[src/hw/rtl/mahd_pkg.sv]
// ----------------------------------------------------------------------------
// mahd_pkg
// Shared codes, widths and pipeline types of the MPEG audio header decoder.
// ----------------------------------------------------------------------------
package mahd_pkg;

  // header field codes
  localparam logic [1:0] VER_2_5    = 2'd0;
  localparam logic [1:0] VER_RSVD   = 2'd1;
  localparam logic [1:0] VER_2      = 2'd2;
  localparam logic [1:0] VER_1      = 2'd3;
  localparam logic [1:0] LAYER_RSVD = 2'd0;
  localparam logic [1:0] LAYER_1    = 2'd3;
  localparam logic [3:0] RATE_FREE  = 4'd0;
  localparam logic [3:0] RATE_BAD   = 4'd15;
  localparam logic [1:0] FREQ_RSVD  = 2'd3;

  // divider chain: one quotient bit per cell
  localparam int DIV_W     = 32;
  localparam int REM_W     = 16;
  localparam int DIV_STEPS = DIV_W;

  // one header request
  typedef struct packed {
    logic [1:0]  version_code;
    logic [1:0]  layer_code;
    logic [3:0]  rate_index;
    logic [1:0]  freq_index;
    logic        pad_slot;
    logic [31:0] file_bytes;
  } hdr_t;

  // one result request
  typedef struct packed {
    logic [18:0] bit_rate_bps;
    logic [15:0] sample_rate_hz;
    logic [11:0] frame_bytes;
    logic [22:0] duration_s;
    logic        header_ok;
  } res_t;

  // word handed from cell to cell: two divisions run side by side
  typedef struct packed {
    logic [DIV_W-1:0] fw;    // frame dividend, shifts out, quotient shifts in
    logic [REM_W-1:0] fr;    // frame partial remainder
    logic [REM_W-1:0] fd;    // frame divisor (sample rate)
    logic [DIV_W-1:0] dw;    // duration dividend / quotient
    logic [REM_W-1:0] dr;    // duration partial remainder
    logic [REM_W-1:0] dd;    // duration divisor (bytes per second)
    logic [18:0]      rate;
    logic [15:0]      freq;
    logic             ok;
    logic             lay1;
    logic             pad;
  } pipe_t;

endpackage

[src/hw/rtl/mahd_out.sv]
// ----------------------------------------------------------------------------
// mahd_out
// Formats the quotients and holds results in an output register plus skid.
// ----------------------------------------------------------------------------
module mahd_out (
  input  logic            clk,
  input  logic            rst,
  output logic            en,
  input  logic            a_valid,
  input  mahd_pkg::pipe_t a,
  output logic            res_valid,
  input  logic            res_ready,
  output mahd_pkg::res_t  res
);
  import mahd_pkg::*;

  logic        skid_valid;
  res_t        skid;
  res_t        fmt;
  logic [12:0] frame_sum;
  logic        take;

  // frame = q + pad, times four for layer I; zero derived values if invalid
  always_comb begin
    frame_sum          = 13'(a.fw[11:0]) + 13'(a.pad);
    fmt.bit_rate_bps   = a.rate;
    fmt.sample_rate_hz = a.freq;
    fmt.frame_bytes    = !a.ok ? 12'd0 :
                         a.lay1 ? {frame_sum[9:0], 2'b00} : frame_sum[11:0];
    fmt.duration_s     = a.ok ? a.dw[22:0] : 23'd0;
    fmt.header_ok      = a.ok;
  end

  assign en   = ~skid_valid;
  assign take = res_valid & res_ready;

  // output register and skid control
  always_ff @(posedge clk) begin
    if (rst) begin
      res_valid  <= 1'b0;
      skid_valid <= 1'b0;
    end else if (skid_valid) begin
      if (take) begin
        skid_valid <= 1'b0;
      end
    end else if (a_valid) begin
      if (!res_valid || take) begin
        res_valid <= 1'b1;
      end else begin
        skid_valid <= 1'b1;
      end
    end else if (take) begin
      res_valid <= 1'b0;
    end
  end

  // payload moves
  always_ff @(posedge clk) begin
    if (skid_valid) begin
      if (take) begin
        res <= skid;
      end
    end else if (a_valid) begin
      if (!res_valid || take) begin
        res <= fmt;
      end else begin
        skid <= fmt;
      end
    end
  end

endmodule

[config.mk]
export PLATFORM = sky130hd
export DESIGN_NAME = mahd_out
export DESIGN_NICKNAME = d
export VERILOG_FILES = /design/src/hw/rtl/mahd_pkg.sv /design/src/hw/rtl/mahd_out.sv
export SDC_FILE = /design/constraint.sdc
export NUM_CORES = 1
export LEC_CHECK = 0
export ABC_AREA = 1
export BUFFER_PORTS_ARGS = -buffer_cell sky130_fd_sc_hd__buf_2
export CAP_MARGIN = 10
export CORE_MARGIN = 1.5
export CORE_UTILIZATION = 43
export DETAILED_ROUTE_END_ITERATION = 7
export GPL_TIMING_DRIVEN = 1
export PLACE_DENSITY = 0.76
export SYNTH_ARGS = -nofsm -noshare
export SYNTH_HDL_FRONTEND = slang
export SYNTH_SLANG_ARGS = --single-unit
[constraint.sdc]
create_clock -name clk -period 4.7 [get_ports clk]
set_clock_uncertainty 0.2 [all_clocks]
set_input_delay 0.94 -clock clk [delete_from_list [all_inputs] [get_ports clk]]
set_output_delay 0.94 -clock clk [all_outputs]
set_load 0.005 [all_outputs]
# [Word-level counts from Yosys, hierarchy flattened]
# Index checks and enable logic that the tools add are counted.
# W data, S select, Z words.
[word_totals] output_inout_bits=73 in_bits=170 register_bits=144 wordCells=40
[classes] n_reduce_logical=8 n_addsub=1 n_mux=14 eq_ne=2 n_bitwise=3
[op_table] cell="$mux W71" n=4
[op_table] cell="$mux W12" n=2
[op_table] cell="$mux W23" n=1
[op_table] cell="$add A12 B1 Y12" n=1
[op_table] cell="$reduce_and A3 Y1" n=3
[op_table] cell="$mux W1" n=7
[op_table] cell="$reduce_bool A2 Y1" n=3
[op_table] cell="$ne A2 B1 Y1 const B" n=2
[op_table] cell="$not A1 Y1" n=2
[op_table] cell="$and A1 B1 Y1" n=1
[op_table] cell="$logic_not A1 Y1" n=1
[op_table] cell="$logic_or A1 B1 Y1" n=1

# [Logic depth before layout (Yosys ltp)]
[logic_depth] ltp_word=6 depth_mapped=9 depth_no_buf=9

# [Worst setup path after synthesis]
# Ideal clock, no wire load.
[synth_path] path_kind="input to register" start="input res_ready" end="register skid[0] in the netlist's numbering, enable pin" path_buffers=0 required_time_ps=4000 slack_ps=-219 stages=2 arrival_ps=4219 setup_time_ps=500 path_cell_list="or2_2 nor2_1"
[synth_between] elab_chain_len=4
[synth_lines] item="start: declaration" line_no="mahd_out.sv:12" source="input logic res_ready,"
[synth_lines] item="$and A1 B1 Y1" line_no="mahd_out.sv:35" source="assign take = res_valid & res_ready;"
[synth_lines] item="$logic_or A1 B1 Y1" line_no="mahd_out.sv:64" source="if (!res_valid || take) begin"
[synth_lines] item="$not A1 Y1 (no line)"
[synth_lines] item="$reduce_and A3 Y1 (no line)"
[synth_lines] item="end signal: assignment" line_no="mahd_out.sv:67" source="skid <= fmt;"
[synth_lines] item="end: declaration" line_no="mahd_out.sv:18" source="res_t skid;"
# No other way between the ends.
# A chain may end at the register's enable or synchronous reset.

# [Final worst setup path]
[layout_path] start="register skid_valid" end="output en"
[layout_between] elab_chain_len=1
[layout_lines] item="start: declaration" line_no="mahd_out.sv:17" source="logic skid_valid;"
[layout_lines] item="start signal: assignment" line_no="mahd_out.sv:41" source="skid_valid <= 1'b0;"
[layout_lines] item="start signal: assignment" line_no="mahd_out.sv:44" source="skid_valid <= 1'b0;"
[layout_lines] item="start signal: assignment" line_no="mahd_out.sv:50" source="skid_valid <= 1'b1;"
[layout_lines] item="$not A1 Y1 (no line)"
[layout_lines] item="end: declaration" line_no="mahd_out.sv:8" source="output logic en,"
# No other way between the ends.

==> run metrics <==
run status=finished, final reports clean; die area=0.0142 sq mm; fillcell total=1143; Final min period=2.89 ns; PD cells=417 mW/mm^2; CTS Buf Count=17; GP Congestion=0.864; # placed instances=799; Yosys reg bits=144; Max Slew Vio Count=0; RSZ-0062 raised after global routing=false; Hold Fails Final Rpt=0; Post-CTS Setup Inserts=0; P_leak=3.22 nW; vias in the first global route=3853; f_max=0.346 GHz; largest net degree at the start of global routing=98; DR pass1 iterations=4; Reg clk slew, reported paths=0.06 ns; via/cell ratio=4.71; nets=814; Worst slew margin=0.363; Initial Util=0.440; total track usage=0.169; yosys warns=0; Synth area leaders=edfxtp_1, nand2_1, inv_1; Max Root-Sink Buffers=2; final cell count without fillers=830; Avg Cell Area, Syn=11.9 sq um; Critical Path Start Type=flop; worst vdd ir=0.206 mV; CP max FO=36; crit path launch=skid_valid$_SDFF_PP0_; Util after Layout=0.556; clock latency on the worst-skew pair=0.42 ns; CP required=3.56 ns; share of cells above drive strength 1=0.307; hold path startpoint=skid[59]$_DFFE_PP_; Buffers on Ports=149; Hold Crit Depth=2; Reg-to-Reg Start=skid_valid$_SDFF_PP0_; Final WS setup=1.81 ns; max cap viols=0; placed inst area=0.00676 sq mm; dpl hpwl=7.61 mm; worst r2r path cells=4; r2r endpoint=res[4]$_DFFE_PP_; Die Ht=119 microns; chip width=119 microns; mean routed wirelength per cell=13.6 microns; Synth top area share=0.734; R2R Setup Slk=1.97 ns; Ant. Diodes=0; total core area=0.0132 sq mm; Netlist Area Pre-Place=0.00581 sq mm; crit path capture type=primary output; initial antenna violation count=0; FP Rows=42; drc violations=0; Resized cells post-CTS=0; via count=3907; total grt overflow=0; Syn Nets=660; worst hold path endpoint=res[59]$_DFFE_PP_; Root Driver=clkbuf_16; pre-CTS setup slack=1.69 ns; final cycle utilization of the critical path=0.614; library cells used by synthesis=28; Routed Antenna Nets=0; hold buffers post-CTS=0; crit path kind=flop to primary output; Worst-Margin Slew=0.953 ns; I/O pin total=243; Seq/Total Area, Yosys=0.741; TNS Setup=0 ns; Max H-tree Level=4; wirelength, routed=11.3 mm; leading area contributor after synthesis=edfxtp_1; First DRT Iteration DRCs=294; Area Growth Syn to Fin=26.3%; Finished Cell Area=0.00733 sq mm; # setup viols final=0; CTS tree=built; HP Class=flop to flop; CTS sink count=144; arrival time at the worst endpoint=1.75 ns; global-route wire length before repair=18.7 mm; Mapped Cells=488
==> metal layers <==
layer | global-route usage | vias to the layer above | wire, microns
met3 | 0.0436 | 20 | 569
li1 | - | 1936 | -
met5 | 0 | - | 0
met2 | 0.270 | 118 | 5450
met4 | 0.0768 | 0 | 239
met1 | 0.219 | 1833 | 5050
==> Yosys cell counts <==
cell,instances
nand2_1,210
edfxtp_1,142
inv_1,36
o21ai_0,25
nand3_1,15
buf_2,11
nor2_1,10
nand2_2,6
clkbuf_1,5
dfxtp_1,2
ha_1,2
inv_2,2
nand3_2,2
nand4_1,2
nor2_4,2
o21ai_2,2
o22ai_1,2
xnor2_1,2
a221oi_1,1
buf_1,1
buf_4,1
buf_6,1
nor2_8,1
nor3b_1,1
o21bai_1,1
o22ai_2,1
or2_2,1
xor2_1,1
==> worst max-delay path by stage <==
stage                                    end  slack, ns  cells past startpoint
final                                     en       1.81                      3
after global routing                      en       1.68                      3
after CTS                                 en       1.81                      3
after detailed placement  skid[33]$_DFFE_PP_       1.69                      4
after global placement    skid[33]$_DFFE_PP_       1.71                      4
after floorplan            skid[0]$_DFFE_PP_       0.97                      2
==> worst max-delay path: stages (launching register included) <==
cell	delay [ns]
dfxtp_4	0.33
inv_1	0.34
buf_4	0.45
buf_2	0.19
==> layout make-up <==
class                   count  area [sq um]  share of cell area
flip-flops and latches    144          4310               0.587
clock inverters            12           144              0.0196
well taps                 176           220              0.0300
clock buffers              19           433              0.0590
inverters                  38           143              0.0195
multi-input cells         287          1280               0.174
repair buffers            154           808               0.110
==> power breakdown <==
| group | internal (mW) | switching [mW] |
|---|---|---|
| Sequential | 1.50 | 0.0167 |
| Combinational | 0.0905 | 0.139 |
| Clock | 0.824 | 0.487 |
| Total | 2.41 | 0.643 |
==> logic make-up (layout without fill, tap and decap cells) <==
logic type	count (synthesis)	after routing	synth area share
adders and majority gates	2	2	0.00431
AOI/OAI and AO/OA	32	32	0.0317
buffers and inverters	57	223	0.0412
and+or+nand+nor	250	250	0.177
DFF	144	144	0.741
xor gates and xnor gates	3	3	0.00453
==> stage by stage <==
stage	total power, mW	hold WS (ns)
6_report	3.06	0.313
5_1_grt	3.17	0.329
4_1_cts	3.08	0.316
3_5_place_dp	1.77	0.304
3_3_place_gp	1.76	0.286
2_1_floorplan	1.65	0.276
==> flip-flops by register name, summed over array words and instances (netlist names) <==
name	cells
skid	71
skid_valid	1
res	71
res_valid	1
==> layout by cell type, fill, tap and decap left out, types with 3 or more instances in the layout <==
cell type   synthesis  final
inv_1              36     36
bufinv_16           0      3
nand2_2             6      6
clkinvlp_4          0      3
clkbuf_16           0     17
nand3_1            15     15
nor2_4              2      4
nand2_1           210    210
o21ai_0            25     25
clkinv_2            0      3
edfxtp_1          142    142
buf_2              11    149
buf_4               1      3
nor2_1             10      8
Note: power is estimated with default switching activity, not from simulation.
