## config.mk

```make
export PLATFORM = sky130hd
export DESIGN_NAME = mahd_cell
export DESIGN_NICKNAME = d
export VERILOG_FILES = /design/src/hw/rtl/mahd_pkg.sv /design/src/hw/rtl/mahd_cell.sv
export SDC_FILE = /design/constraint.sdc
export NUM_CORES = 1
export LEC_CHECK = 0
export BUFFER_PORTS_ARGS = -buffer_cell sky130_fd_sc_hd__clkbuf_2
export CAP_MARGIN = 15
export CELL_PAD_IN_SITES_DETAIL_PLACEMENT = 0
export CELL_PAD_IN_SITES_GLOBAL_PLACEMENT = 1
export CORE_MARGIN = 4
export CORE_UTILIZATION = 35
export DETAILED_ROUTE_END_ITERATION = 7
export GPL_TIMING_DRIVEN = 0
export HOLD_SLACK_MARGIN = 0.15
export PLACE_DENSITY = 0.77
export SLEW_MARGIN = 15
export SYNTH_ARGS = -nofsm -noshare
export SYNTH_HDL_FRONTEND = slang
export SYNTH_SLANG_ARGS = --single-unit
```

## constraint.sdc

```tcl
create_clock -name clk -period 6.7 [get_ports clk]
set_input_delay 1.005 -clock clk [delete_from_list [all_inputs] [get_ports clk]]
set_output_delay 1.005 -clock clk [all_outputs]
set_load 0.05 [all_outputs]
```

## src/hw/rtl/mahd_pkg.sv

```systemverilog
// ----------------------------------------------------------------------------
// mahd_pkg
// Shared codes, widths and pipeline types of the MPEG audio header decoder.
// ----------------------------------------------------------------------------
package mahd_pkg;

  // header field codes
  localparam logic [1:0] VER_2_5    = 2'd0;
  localparam logic [1:0] VER_RSVD   = 2'd1;
  localparam logic [1:0] VER_2      = 2'd2;
  localparam logic [1:0] VER_1      = 2'd3;
  localparam logic [1:0] LAYER_RSVD = 2'd0;
  localparam logic [1:0] LAYER_1    = 2'd3;
  localparam logic [3:0] RATE_FREE  = 4'd0;
  localparam logic [3:0] RATE_BAD   = 4'd15;
  localparam logic [1:0] FREQ_RSVD  = 2'd3;

  // divider chain: one quotient bit per cell
  localparam int DIV_W     = 32;
  localparam int REM_W     = 16;
  localparam int DIV_STEPS = DIV_W;

  // one header request
  typedef struct packed {
    logic [1:0]  version_code;
    logic [1:0]  layer_code;
    logic [3:0]  rate_index;
    logic [1:0]  freq_index;
    logic        pad_slot;
    logic [31:0] file_bytes;
  } hdr_t;

  // one result request
  typedef struct packed {
    logic [18:0] bit_rate_bps;
    logic [15:0] sample_rate_hz;
    logic [11:0] frame_bytes;
    logic [22:0] duration_s;
    logic        header_ok;
  } res_t;

  // word handed from cell to cell: two divisions run side by side
  typedef struct packed {
    logic [DIV_W-1:0] fw;    // frame dividend, shifts out, quotient shifts in
    logic [REM_W-1:0] fr;    // frame partial remainder
    logic [REM_W-1:0] fd;    // frame divisor (sample rate)
    logic [DIV_W-1:0] dw;    // duration dividend / quotient
    logic [REM_W-1:0] dr;    // duration partial remainder
    logic [REM_W-1:0] dd;    // duration divisor (bytes per second)
    logic [18:0]      rate;
    logic [15:0]      freq;
    logic             ok;
    logic             lay1;
    logic             pad;
  } pipe_t;

endpackage

```

## src/hw/rtl/mahd_cell.sv

```systemverilog
// ----------------------------------------------------------------------------
// mahd_cell
// One restoring-division step for both the frame and the duration quotient.
// ----------------------------------------------------------------------------
module mahd_cell (
  input  logic            clk,
  input  logic            rst,
  input  logic            en,
  input  logic            a_valid,
  input  mahd_pkg::pipe_t a,
  output logic            y_valid,
  output mahd_pkg::pipe_t y
);
  import mahd_pkg::*;

  logic [REM_W:0]   trial_f;
  logic [REM_W:0]   trial_d;
  logic [REM_W+1:0] sub_f;
  logic [REM_W+1:0] sub_d;
  pipe_t            nxt;

  // shift in next dividend bit, subtract if it fits
  always_comb begin
    trial_f = {a.fr, a.fw[DIV_W-1]};
    trial_d = {a.dr, a.dw[DIV_W-1]};
    sub_f   = {1'b0, trial_f} - {2'b00, a.fd};
    sub_d   = {1'b0, trial_d} - {2'b00, a.dd};
    nxt     = a;
    nxt.fw  = {a.fw[DIV_W-2:0], ~sub_f[REM_W+1]};
    nxt.dw  = {a.dw[DIV_W-2:0], ~sub_d[REM_W+1]};
    nxt.fr  = sub_f[REM_W+1] ? trial_f[REM_W-1:0] : sub_f[REM_W-1:0];
    nxt.dr  = sub_d[REM_W+1] ? trial_d[REM_W-1:0] : sub_d[REM_W-1:0];
  end

  always_ff @(posedge clk) begin
    if (rst) begin
      y_valid <= 1'b0;
    end else if (en) begin
      y_valid <= a_valid;
    end
  end

  always_ff @(posedge clk) begin
    if (en) begin
      y <= nxt;
    end
  end

endmodule

```

After elaboration in Yosys (flattened, before gate mapping)

Cells that the tools add are included.

Flip-flop bits (word level): 167
Input bits: 170
Output and inout bits: 167
Word-level logic and storage cells: 18

Add/subtract/negate cells: 2
Muxes and demuxes: 2
Bitwise logic cells: 2

Operator list:

| cell             | count |
|---|---|
| $sub A17 B16 Y18 | 2 |
| $mux W16         | 2 |
| $not A1 Y1       | 2 |

Longest topological paths before layout

Depth in word-level cells: 2
Depth in mapped cells: 11
Gate-level depth less buffers: 10

Worst setup path after synthesis

Ideal clock, no wire load.

Path type: input port to flip-flop
Start point: in a[101] (netlist name)
End point: reg y[68] (netlist name), data pin
Library setup time: 260 ps
Arrival: 3301 ps
Required time: 6440 ps
Slack: 3139 ps
Cell stages on the path: 10
Path buffers: 0
Cells stage by stage: inv_1 -> ha_1 -> inv_1 -> fa_1 -> a211oi_1 -> nor2_1 -> o311ai_0 -> a2111oi_0 -> a311o_1 -> mux2_4

RTL lines:

| what                   | line            | RTL |
|---|---|---|
| start: declaration     | mahd_cell.sv:10 | `input mahd_pkg::pipe_t a,` |
| end signal: assignment | mahd_cell.sv:45 | `y <= nxt;` |
| end: declaration       | mahd_cell.sv:12 | `output mahd_pkg::pipe_t y` |

==> impl_metrics.py <==
metrics = {
    "power_and_ir_drop": {
        "total_power_mw": 3.007,
        "switching_share_pct": 33.40,
        "p_comb_share_pct": 24.6,
        "leakagePower_nw": 4.402,
        "seq_power_share_pct": 42.8,
        "powerDensity_nw_per_um2": 307.8,
        "intPower_mw": 2.003,
        "clkPwrFrac_pct": 32.6,
        "p_switching_mw": 1.005,
        "peakVddDrop_uv": 151.2,
    },
    "timing": {
        "period_share_pct": 54.68,
        "finalSetupTns_ns": 0,
        "rsz0062_at_grt": "no",
        "skew_ns": 0,
        "tightest_slew_ns": 0.8259,
        "hold_violations": 0,
        "setup_violations": 0,
        "fin_crit_ns": 3.664,
        "slew_headroom_pct": 44.24,
        "fmax_mhz": 272.9,
        "report.final.slew_viol_count": 0,
    },
    "placed_design": {
        "dp_hpwl_um": 15230,
        "place_congestion": 0.8289,
        "numPortBuffers": 336,
        "placed_cell_area_sq_um": 9183,
    },
    "finish": {
        "area_delta_synth_final_pct": 36.98,
        "final_cell_area_sq_um": 9771,
        "drive_above_1_share_pct": 49.27,
        "nets": 1015,
        "antenna_cells": 0,
    },
    "routing": {
        "ant_nets": 0,
        "wire_per_inst_um": 17.67,
        "drtIter0Drc": 235,
        "avgViaCountPerCell": 4.632,
        "drt_wl_total_um": 19250,
        "vias": 5044,
        "drtPass1Iterations": 5,
        "drcViolationCount": 0,
    },
    "setup_path": {
        "worstSetupPathType": "input port to register",
        "crit_fanout": 4,
        "r2r_end": "y_valid",
        "r2r_slack_ns": 6.12,
        "worst_setup_path_start_kind": "input port",
        "end_kind": "register",
        "r2r.worst_path.cells": 2,
        "r2r-start": "y_valid",
        "crit_required_ns": 6.87,
        "arrival_ns": 3.84,
    },
    "synth": {
        "synth_cell_types": 48,
        "synthFlopType": "edfxtp_1",
        "ys_ff_latch": 167,
        "postSynthAreaPerCell_sq_um": 15.68,
        "synthCells": 455,
        "yosys_warnings": 0,
        "async_flop_share_pct": 0,
        "netlist_area_sq_um": 7133,
        "synth-seq-area-share_pct": 70.16,
        "syn_nets": 659,
        "synth_edf_count": 166,
    },
    "clock_network": {
        "root_buffer": "clkbuf_16",
        "cts_tree": "yes",
        "post_cts_buffers": 0,
        "cts_buffers": 17,
        "hold_buffers": 0,
        "cts_resized": 0,
        "clk_pin_slew_worst_paths_ns": 0.07,
        "cts.sinks": 167,
        "cts_max_path_buffers": 2,
        "clk-insertion-delay-late_ns": 0.41,
        "ctsHtreeMaxLevel": 4,
    },
    "min_path": {
        "hold_class": "register to register",
        "min_from": "y_valid",
        "hold_depth": 2,
        "holdPathEnd": "y_valid",
    },
    "global_route": {
        "grt_pass1_vias": 4796,
        "grt_pass1_wl_um": 27560,
        "overflow": 0,
        "antenna_found_initial": 1,
        "grt_usage_pct": 16.20,
        "grt_max_degree": 106,
    },
    "status": {
        "outcome": "finished clean",
    },
    "floorplan": {
        "die_y_um": 150.8,
        "start_util_pct": 36.06,
        "die_x_um": 150.8,
        "num_rows": 51,
        "pin_count": 337,
        "placeableCoreArea_sq_um": 19780,
        "die_area_sq_um": 22730,
    },
    "job": {
        "cap_viol_max_count": 0,
    },
}
-- area by class of cell --
cell class	count	area, sq um
fill	1801	10010
sequential	167	5005
clock inverter	14	158.9
multi-input combinational	241	1927
buffer	4	40.04
inverter	43	161.4
timing repair buffer	337	1718
clock buffer	18	429.2
tap	265	331.6
-- synthesized netlist by cell type (2+ instances only) --
library cell	number	area, sq um
or3_1	3	18.77
a21oi_1	28	140.1
xnor2_1	12	105.1
and3_1	4	25.02
or2_2	3	18.77
nor2_1	21	78.83
a211oi_1	7	52.55
nor2b_1	3	18.77
mux2_4	7	105.1
a21o_1	8	60.06
nor3_1	6	30.03
ha_1	32	400.4
a311o_1	3	30.03
nand2_1	14	52.55
a2111oi_0	2	17.52
edfxtp_1	166	4985
nand3_1	3	15.01
o311ai_0	2	17.52
o21bai_1	3	22.52
or4_1	2	15.01
o21ai_0	12	60.06
mux2i_1	4	40.04
xor2_1	5	43.79
o31ai_1	2	15.01
a211o_1	2	17.52
o211ai_1	2	15.01
a2111oi_2	2	30.03
fa_1	2	40.04
nand4b_1	2	17.52
mux2_2	20	225.2
o21a_1	12	90.09
inv_1	43	161.4
a31o_2	3	26.28
-- registers in the layout, indices dropped and copies added, names as in the netlist --
signal	cells
y	166
y_valid	1
-- worst max-delay path, cell delays in order --
cell,delay (ns)
clkbuf_2,0.08
inv_1,0.06
ha_1,0.16
inv_1,0.05
fa_1,0.44
a211oi_1,0.33
nor2_1,0.11
o311ai_0,0.70
a2111oi_0,0.25
a311o_1,0.37
mux2_4,0.26
-- worst max-delay path by stage --
| stage | end | cells past startpoint | slack (ns) | start |
|---|---|---|---|---|
| after floorplan | y[68] | 10 | 3.14 | a[101] |
| after global placement | y_valid | 3 | 2.09 | en |
| after detailed placement | y[68] | 11 | 2.68 | a[101] |
| after CTS | y[68] | 11 | 3.10 | a[101] |
| after global routing | y[68] | 11 | 2.79 | a[101] |
| final | y[68] | 11 | 3.04 | a[101] |
-- cell families (layout without fill, tap and decap cells) --
kind of cell / Yosys count / count (layout) / synth area share, %
compound gates: 95 / 95 / 9.227
xor+xnor: 17 / 17 / 2.087
fa+ha+maj: 34 / 34 / 6.174
buf+inv: 47 / 416 / 2.824
flops: 167 / 167 / 70.16
mux: 31 / 31 / 5.192
simple gates: 64 / 64 / 4.333
-- through the flow --
step / hold WS (ns) / setup WS [ns] / instances / utilization [%]
2_1_floorplan: 0.7326 / 3.139 / 455 / -
3_3_place_gp: 0.4813 / 2.095 / 1056 / 46.24
3_5_place_dp: 0.5003 / 2.682 / 1057 / 46.42
4_1_cts: 0.5163 / 3.104 / 1089 / 49.39
5_1_grt: 0.5790 / 2.793 / 1089 / 49.39
6_report: 0.5040 / 3.036 / 1089 / 49.39
-- power groups by stage --
| stage | Combinational, mW | Clock, mW | Sequential, mW |
|---|---|---|---|
| after floorplan | 0.184 | 0 | 1.66 |
| after global placement | 0.739 | 0 | 1.32 |
| after detailed placement | 0.746 | 0 | 1.31 |
| after CTS | 0.747 | 1.01 | 1.29 |
| after global routing | 0.784 | 1.06 | 1.30 |
| final | 0.740 | 0.979 | 1.29 |
-- cell usage in the layout (no fill, tap or decap), types with 14 or more instances in the layout --
cell type  count
clkbuf_16     17
nand2_1       14
clkbuf_2     335
a21oi_1       28
mux2_2        20
nor2_1        21
edfxtp_1     166
ha_1          32
inv_1         43
-- layer usage --
layer	up-vias	GRT usage (%)	routed length (um)
met2	183	28.96	9973
met1	2384	18.61	7407
li1	2464	-	-
met4	2	3.717	137
met3	11	5.750	1714
met5	-	0	13
Power figures use the tool's default switching activity.
