===== config.mk =====
export PLATFORM = sky130hd
export DESIGN_NAME = mahd_front
export DESIGN_NICKNAME = d
export VERILOG_FILES = /design/src/hw/rtl/mahd_pkg.sv /design/src/hw/rtl/mahd_front.sv
export SDC_FILE = /design/constraint.sdc
export NUM_CORES = 1
export LEC_CHECK = 0
export ABC_CLOCK_PERIOD_IN_PS = 5800
export BUFFER_PORTS_ARGS = -buffer_cell sky130_fd_sc_hd__buf_2
export CORE_MARGIN = 2
export CORE_UTILIZATION = 49
export DETAILED_ROUTE_END_ITERATION = 8
export HOLD_SLACK_MARGIN = 0.06
export PLACE_DENSITY = 0.78
export SKIP_LAST_GASP = 1
export SLEW_MARGIN = 20
export SYNTH_ARGS = -nofsm -noshare
export SYNTH_HDL_FRONTEND = slang
export SYNTH_SLANG_ARGS = --single-unit

===== constraint.sdc =====
create_clock -name clk -period 5.8 [get_ports clk]
set_clock_uncertainty 0.2 [all_clocks]
set_input_delay 0.29 -clock clk [delete_from_list [all_inputs] [get_ports clk]]
set_output_delay 0.29 -clock clk [all_outputs]
set_load 0.02 [all_outputs]

===== src/hw/rtl/mahd_pkg.sv =====
// ----------------------------------------------------------------------------
// mahd_pkg
// Shared codes, widths and pipeline types of the MPEG audio header decoder.
// ----------------------------------------------------------------------------
package mahd_pkg;

  // header field codes
  localparam logic [1:0] VER_2_5    = 2'd0;
  localparam logic [1:0] VER_RSVD   = 2'd1;
  localparam logic [1:0] VER_2      = 2'd2;
  localparam logic [1:0] VER_1      = 2'd3;
  localparam logic [1:0] LAYER_RSVD = 2'd0;
  localparam logic [1:0] LAYER_1    = 2'd3;
  localparam logic [3:0] RATE_FREE  = 4'd0;
  localparam logic [3:0] RATE_BAD   = 4'd15;
  localparam logic [1:0] FREQ_RSVD  = 2'd3;

  // divider chain: one quotient bit per cell
  localparam int DIV_W     = 32;
  localparam int REM_W     = 16;
  localparam int DIV_STEPS = DIV_W;

  // one header request
  typedef struct packed {
    logic [1:0]  version_code;
    logic [1:0]  layer_code;
    logic [3:0]  rate_index;
    logic [1:0]  freq_index;
    logic        pad_slot;
    logic [31:0] file_bytes;
  } hdr_t;

  // one result request
  typedef struct packed {
    logic [18:0] bit_rate_bps;
    logic [15:0] sample_rate_hz;
    logic [11:0] frame_bytes;
    logic [22:0] duration_s;
    logic        header_ok;
  } res_t;

  // word handed from cell to cell: two divisions run side by side
  typedef struct packed {
    logic [DIV_W-1:0] fw;    // frame dividend, shifts out, quotient shifts in
    logic [REM_W-1:0] fr;    // frame partial remainder
    logic [REM_W-1:0] fd;    // frame divisor (sample rate)
    logic [DIV_W-1:0] dw;    // duration dividend / quotient
    logic [REM_W-1:0] dr;    // duration partial remainder
    logic [REM_W-1:0] dd;    // duration divisor (bytes per second)
    logic [18:0]      rate;
    logic [15:0]      freq;
    logic             ok;
    logic             lay1;
    logic             pad;
  } pipe_t;

endpackage


===== src/hw/rtl/mahd_front.sv =====
// ----------------------------------------------------------------------------
// mahd_front
// Checks header codes, looks up bit and sample rates, loads the divider chain.
// ----------------------------------------------------------------------------
module mahd_front (
  input  logic            clk,
  input  logic            rst,
  input  logic            en,
  input  logic            a_valid,
  input  mahd_pkg::hdr_t  a,
  output logic            y_valid,
  output mahd_pkg::pipe_t y
);
  import mahd_pkg::*;

  // kbit/s, rows: v1 L1, v1 L2, v1 L3, v2 L1, v2 L2, v2 L3
  localparam logic [8:0] KBPS_TAB [0:5][0:15] = '{
    '{9'd0, 9'd32, 9'd64, 9'd96, 9'd128, 9'd160, 9'd192, 9'd224,
      9'd256, 9'd288, 9'd320, 9'd352, 9'd384, 9'd416, 9'd448, 9'd0},
    '{9'd0, 9'd32, 9'd48, 9'd56, 9'd64, 9'd80, 9'd96, 9'd112,
      9'd128, 9'd160, 9'd192, 9'd224, 9'd256, 9'd320, 9'd384, 9'd0},
    '{9'd0, 9'd32, 9'd40, 9'd48, 9'd56, 9'd64, 9'd80, 9'd96,
      9'd112, 9'd128, 9'd160, 9'd192, 9'd224, 9'd256, 9'd320, 9'd0},
    '{9'd0, 9'd32, 9'd48, 9'd56, 9'd64, 9'd80, 9'd96, 9'd112,
      9'd128, 9'd144, 9'd160, 9'd176, 9'd192, 9'd224, 9'd256, 9'd0},
    '{9'd0, 9'd8, 9'd16, 9'd24, 9'd32, 9'd40, 9'd48, 9'd56,
      9'd64, 9'd80, 9'd96, 9'd112, 9'd128, 9'd144, 9'd160, 9'd0},
    '{9'd0, 9'd8, 9'd16, 9'd24, 9'd32, 9'd40, 9'd48, 9'd56,
      9'd64, 9'd80, 9'd96, 9'd112, 9'd128, 9'd144, 9'd160, 9'd0}
  };

  // Hz, columns: v1, v2, v2.5
  localparam logic [15:0] HZ_TAB [0:3][0:2] = '{
    '{16'd44100, 16'd22050, 16'd11025},
    '{16'd48000, 16'd24000, 16'd12000},
    '{16'd32000, 16'd16000, 16'd8000},
    '{16'd0,     16'd0,     16'd0}
  };

  logic        ok;
  logic        is_v1;
  logic [1:0]  col;
  logic [2:0]  row;
  logic [1:0]  fcol;
  logic [8:0]  kbps;
  logic [15:0] hz;
  logic [25:0] fdiv;
  pipe_t       nxt;

  // code checks and table lookups
  always_comb begin
    ok    = (a.version_code != VER_RSVD) && (a.layer_code != LAYER_RSVD) &&
            (a.rate_index != RATE_FREE) && (a.rate_index != RATE_BAD) &&
            (a.freq_index != FREQ_RSVD);
    is_v1 = (a.version_code == VER_1);
    col   = (a.layer_code == LAYER_RSVD) ? 2'd0 : 2'(LAYER_1 - a.layer_code);
    row   = is_v1 ? 3'(col) : 3'(3'd3 + 3'(col));
    case (a.version_code)
      VER_1:   fcol = 2'd0;
      VER_2:   fcol = 2'd1;
      default: fcol = 2'd2;
    endcase
    kbps  = KBPS_TAB[row][a.rate_index];
    hz    = HZ_TAB[a.freq_index][fcol];
    // 12*rate for layer I, 144*rate otherwise; rate = kbps*1000
    fdiv  = (a.layer_code == LAYER_1) ? 26'(32'(kbps) * 32'd12000)
                                      : 26'(32'(kbps) * 32'd144000);

    nxt      = '0;
    nxt.fw   = DIV_W'(fdiv);
    nxt.fd   = hz;
    nxt.dw   = a.file_bytes;
    nxt.dd   = REM_W'(32'(kbps) * 32'd125);   // rate/8 in bytes per second
    nxt.rate = ok ? 19'(32'(kbps) * 32'd1000) : 19'd0;
    nxt.freq = ok ? hz : 16'd0;
    nxt.ok   = ok;
    nxt.lay1 = (a.layer_code == LAYER_1);
    nxt.pad  = a.pad_slot;
  end

  always_ff @(posedge clk) begin
    if (rst) begin
      y_valid <= 1'b0;
    end else if (en) begin
      y_valid <= a_valid;
    end
  end

  always_ff @(posedge clk) begin
    if (en) begin
      y <= nxt;
    end
  end

endmodule


# [After elaboration in Yosys (flattened, before gate mapping)]
# Memories as Yosys holds them, arrays and structs flattened.
# Index checks and enable logic that the tools add are counted.
[op_classes] n_addsub=2 mul=4 order_cmp=4 eq_ne=6 n_mux=15 n_bitwise=4 n_reduce_logical=7
[ops] cell="two-way mux 144 bit" n=2
[ops] cell="binary-select mux 48 bit (select 2 bit)" n=1
[ops] cell="two-way mux 48 bit" n=2
[ops] cell="binary-select mux 9 bit (select 4 bit)" n=1
[ops] cell="binary-select mux 16 bit (select 2 bit)" n=1
[ops] cell="multiplier 9 x 7 -> 16 bit (second input constant)" n=2
[ops] cell="two-way mux 16 bit" n=2
[ops] cell="two-way mux 23 bit" n=1
[ops] cell="multiplier 9 x 11 -> 19 bit (second input constant)" n=1
[ops] cell="multiplier 9 x 9 -> 18 bit (second input constant)" n=1
[ops] cell="two-way mux 9 bit" n=2
[ops] cell="equality test 2 bit (second input constant)" n=3
[ops] cell=">= comparator 3 bit (second input constant)" n=2
[ops] cell="inverter 2 -> 3 bit" n=2
[ops] cell=">= comparator 5 bit (second input constant)" n=1
[ops] cell="inverter 4 -> 5 bit" n=1
[ops] cell=">= comparator 4 bit (second input constant)" n=1
[ops] cell="logical AND 1 bit" n=4
[ops] cell="!= test 4 bit (second input constant)" n=1
[ops] cell="inverter 3 -> 4 bit" n=1
[ops] cell="case mux 2 bit (2 select lines)" n=1
[ops] cell="nonzero test 4 bit" n=1
[ops] cell="adder 2 x 2 -> 3 bit (first input constant)" n=1
[ops] cell="two-way mux 3 bit" n=1
[ops] cell="other kinds (6)" n=6
[word_totals] register_bits=129 mem_bits_ro=1152 in_bits=47 output_inout_bits=167 memories=1
[memory_table] name="(name not given)" depth=8 width=144 rd=1 rd_clocked_by_memory_dff=0 write_ports=0 line="mahd_front.sv:63" rtl="kbps = KBPS_TAB[row][a.rate_index];"

# [Depth between registers and ports, before layout]
[logic_depth] word_depth=13 mapped_depth=21 mapped_depth_nobuf=20

# [Least setup slack after synthesis]
# Ideal clock, no wire load.
[synth_path] kind="input -> register" startpoint="input a[39] in the netlist's numbering" endpoint="register y[37] in the netlist's numbering (data pin)" setup_time_ns=0.260 arrival_ns=5.258 required_ns=5.340 setup_slack_ns=0.083 cell_stages=20 path_buffers=1 path_cell_list="inv_1 -> ha_1 -> buf_4 -> and3_1 -> o32ai_2 -> nand2b_1 -> a31o_2 -> a22oi_1 -> fa_1 -> fa_1 -> inv_1 -> fa_1 -> inv_1 -> ha_1 -> ha_1 -> nand3_1 -> a21boi_0 -> nor2_1 -> o21ai_0 -> mux2_2"
[synth_between] elab_chain_cells=12 word_cells_on_any_way=18
[synth_rtl] item="from (decl)" line="mahd_front.sv:10" rtl="input mahd_pkg::hdr_t a,"
[synth_rtl] item="subtractor 2 bit / logical NOT 2 bit (equally long branches)" line="mahd_front.sv:56" rtl="col = (a.layer_code == LAYER_RSVD) ? 2'd0 : 2'(LAYER_1 - a.layer_code);"
[synth_rtl] item="two-way mux 2 bit" line="mahd_front.sv:56"
[synth_rtl] item="adder 2 x 2 -> 3 bit" line="mahd_front.sv:57" rtl="row = is_v1 ? 3'(col) : 3'(3'd3 + 3'(col));"
[synth_rtl] item="two-way mux 3 bit" line="mahd_front.sv:57"
[synth_rtl] item="inverter 3 -> 4 bit (not written as such)" line="mahd_front.sv:63"
[synth_rtl] item="memory read (8 x 144 bit)"
[synth_rtl] item="two-way mux 144 bit (not written as such) (2 in series)" line="mahd_front.sv:63"
[synth_rtl] item="binary-select mux 9 bit (select 4 bit)" line="mahd_front.sv:63"
[synth_rtl] item="two-way mux 9 bit (not written as such) (2 in series)" line="mahd_front.sv:63"
[synth_rtl] item="multiplier 9 x 7 -> 16 bit" line="mahd_front.sv:74" rtl="nxt.rate = ok ? 19'(32'(kbps) * 32'd1000) : 19'd0;"
[synth_rtl] item="to (signal assigned)" line="mahd_front.sv:91" rtl="y <= nxt;"
[synth_rtl] item="to (decl)" line="mahd_front.sv:12" rtl="output mahd_pkg::pipe_t y"
# Parallel ways exist; a longest one is shown, timed or not. The select of a mux whose other input is x is not followed.
# A chain may end at the register's enable or synchronous reset.

# [Worst setup path after layout]
# Same ends and word-level chain as after synthesis.

==> flow_summary_export.csv <==
group,metric,value,unit
run_status,run_status,"completed",
power_and_ir_drop,internal_power,0.002204,W
global_routing,grt_pass1_vias,5686,
setup_path,crit_fanout,7,
synthesis,yosysSeqAreaShare,40.67,%
route,totalWireLength,19460,um
global_routing,grt-ovfl-total,0,
synthesis,synth_top_family_by_area,"adder cells",
power_and_ir_drop,power_switching,0.001497,W
setup_path,cp-start-kind,"input pin",
synthesis,ys_types,67,
route,drtIter0Drc,398,
synthesis,ys.flop_type,"edfxtp_1",
cells_and_area,fillCellCount,1314,
setup_path,crit_arrival,5.47,ns
power_and_ir_drop,pwr-share-seq,29.8,%
synthesis,ys_seq_elements,108,
clock_tree,insertion_delay,0.34,ns
timing,fmax,179.7,MHz
cells_and_area,multi_input_area,0.004101,mm2
synthesis,yosys_warnings,0,
power_and_ir_drop,power_density,382.8,mW/mm2
floorplanning,dieWidth,131.4,um
synthesis,synth_area_leaders,"edfxtp_1 40%, ha_1 16%, fa_1 8.3%",
timing,setup-violations-final,0,
timing,finalMaxSlewViolations,0,
cells_and_area,syn2layout_area_growth,21.63,%
setup_path,rrSetupSlack,4.44,ns
route,firstDrtPassIters,5,
clock_tree,cts_tree,"built",
synthesis,yosys.area.top_type,"edfxtp_1",
placement,place_hpwl,14430,um
route,avgViaCountPerCell,5.180,
global_routing,antenna_found_initial,0,
cells_and_area,seq_area,0.003233,mm2
cells_and_area,drive_gt1_share,26.05,%
power_and_ir_drop,peakVddDrop,0.0002447,V
cells_and_area,final_common_cell,"buf_2",
setup_path,worst-path-buf-inv,6,
synthesis,muxShareOfSynthArea,1.338,%
synthesis,netlist.area_leader.share,40.42,%
clock_tree,cts_root_buffer,"clkbuf_16",
power_and_ir_drop,power.leakage,4.656,nW
route,met1_length,8018,um
floorplanning,dieHeight,131.4,um
synthesis,synthAdderAreaFrac,24.37,%
route,ant_nets,0,
timing,hold_viol,0,
floorplanning,die-area,0.01726,mm2
setup_path,worstSetupStartpoint,"a[39]",
route,vias,5910,
synthesis,synth_edf_count,107,
timing,worst_pin_slew,0.9486,ns
setup_path,cp-end-kind,"flip-flop",
synthesis,async_reset_ff_share,0,%
placement,numPortBuffers,156,
setup_path,crit_required,5.70,ns
timing,finalCritPeriodShare,95.96,%
global_routing,grt_max_degree,66,
power_and_ir_drop,p_total,0.003701,W
synthesis,synth_compound_area_share,11.93,%
global_routing,track_usage,22.55,%
floorplanning,io-pin-count,214,
cells_and_area,final_nets,1102,
placement,dpl_cell_area,0.008996,mm2
global_routing,grt_pass1_wl,30770,um
job,max-cap-violations,0,
floorplanning,num_rows,46,
floorplanning,core-area,0.01589,mm2
setup_path,path_cells,"buf_2, inv_1, ha_1, buf_4, buf_4, nand2b_1, o22ai_4, a2111o_1, o21ai_0, a211oi_2, fa_1, fa_1, inv_1, fa_1, inv_1, ha_1, ha_1, nand3_1, a21boi_0, nor2_1, o21ai_1, mux2_2",
setup_path,path_class,"input pin to flip-flop",
synthesis,syn_inst,697,
clock_tree,clock_path_buffers,2,
route,drc,0,
power_and_ir_drop,swShare,40.46,%
cells_and_area,finish.instance_area,0.009668,mm2
synthesis,synthSimpleGateAreaFrac,9.161,%
setup_path,rr_startpoint,"y_valid",
route,route.met3.wl,1334,um
synthesis,synth_xor_area_share,1.983,%
worst_hold_path,hold_start,"a[34]",
setup_path,cpLargestDelayFamily,"adder cells",
cells_and_area,layout_common_cells,"155 x buf_2, 107 x edfxtp_1, 102 x ha_1",
clock_tree,cts_inserted_buffers,9,
clock_tree,clkSinkCount,108,
route,routed-wl-met2,9699,um
floorplanning,start_util,50.04,%
timing,post-route-min-period,5.565,ns
synthesis,syn_area,0.007949,mm2
worst_hold_path,hp-class,"input pin to flip-flop",
power_and_ir_drop,p_clk_share,17.4,%
power_and_ir_drop,combPwrFrac,52.8,%
timing,max_slew_margin,36.76,%
synthesis,post_synth.cell_area_avg,11.40,um2
clock_tree,htreeDepth,3,
clock_tree,clk_pin_slew_worst_paths,0.08,ns
cells_and_area,num_antenna_cells,0,
placement,place_congestion,0.9420,
route,wire_per_inst,17.06,um
route,top_layer_used,"met4",
setup_path,cp_slowest_cell,"fa_1",
setup_path,slowest_delay,0.57,ns
-- final cells by class --
class / instances / share of cell area [%]
Multi-Input combinational cell: 489 / 42.42
Tap cell: 216 / 2.795
Clock inverter: 7 / 0.8930
Inverter: 78 / 3.054
Sequential cell: 108 / 33.44
Clock buffer: 9 / 2.329
Timing Repair Buffer: 234 / 15.06
-- Yosys cell counts, types with 3 or more instances --
cell / instances
a31o_2: 5
ha_1: 102
buf_4: 63
clkbuf_1: 6
a21o_1: 10
fa_1: 33
nand2_1: 29
edfxtp_1: 107
inv_1: 77
nand4_1: 5
and2_1: 24
o21a_1: 5
or2_2: 3
nor2b_1: 7
and3_1: 5
o211ai_1: 3
o21bai_1: 3
nor2_1: 35
o31ai_1: 3
xor2_1: 8
xnor2_1: 10
nand3_1: 10
mux2i_1: 5
a211o_1: 9
mux2_2: 5
o22ai_1: 3
o21ai_0: 21
buf_2: 8
nor3_1: 7
a211oi_1: 8
a31oi_1: 8
a21oi_1: 24
nand2b_1: 7
-- path summary, 6_finish.rpt --
path	depth (start not counted)	end
max	22	y[37]
min	2	y[117]
max reg2reg	3	y_valid
min reg2reg	3	y_valid
-- sequential cells by signal (all words and copies together) (netlist names) --
register / count
y: 107
y_valid: 1
-- kinds of logic (layout without fill, tap and decap cells) --
| group | count (synthesis) | count (layout) |
|---|---|---|
| AND/OR/NAND/NOR | 140 | 140 |
| XOR/XNOR | 18 | 18 |
| buffers and inverters | 156 | 328 |
| multiplexers | 10 | 10 |
| adder cells (fa/ha/maj) | 135 | 135 |
| other | 1 | 57 |
| AO/OA/AOI/OAI | 129 | 129 |
| flip-flops | 108 | 108 |
-- power groups by stage --
stage                     Clock, W  Sequential [W]  Combinational [W]
after floorplan                  0         0.00129            0.00121
after global placement           0         0.00112            0.00190
after detailed placement         0         0.00112            0.00192
after CTS                 0.000655         0.00110            0.00196
after global routing      0.000681         0.00111            0.00220
final                     0.000643         0.00110            0.00196
-- stage by stage --
| step | setup TNS, ns | setup slack (ns) | util [%] | cells | hold slack [ns] |
|---|---|---|---|---|---|
| final | 0 | 0.2346 | 60.86 | 1141 | 0.1398 |
| after global routing | -0.02199 | -0.02199 | 60.86 | 1141 | 0.1363 |
| after CTS | 0 | 0.1165 | 60.80 | 1141 | 0.1194 |
| after detailed placement | -0.3534 | -0.2123 | 56.63 | 1090 | 0.2505 |
| after global placement | -0.1533 | -0.09183 | 56.63 | 1090 | 0.2464 |
| after floorplan | 0 | 0.08252 | - | 753 | 0.1624 |
-- metal layers --
metal  up-vias  GRT usage [%]
li1       2806              -
met1      2811          27.84
met2       269          39.71
met3        24          4.861
met4         0          6.763
met5         -              0
-- timing repair --
item | 4_1_cts | 5_1_grt
endpoints found under the setup margin | 0 | 2
gates resized for setup | 0 | 2
setup buffers | 0 | 0
endpoints found under the hold margin | 34 | 0
hold buffers | 35 | 0
(Power assumes the default switching activity.)
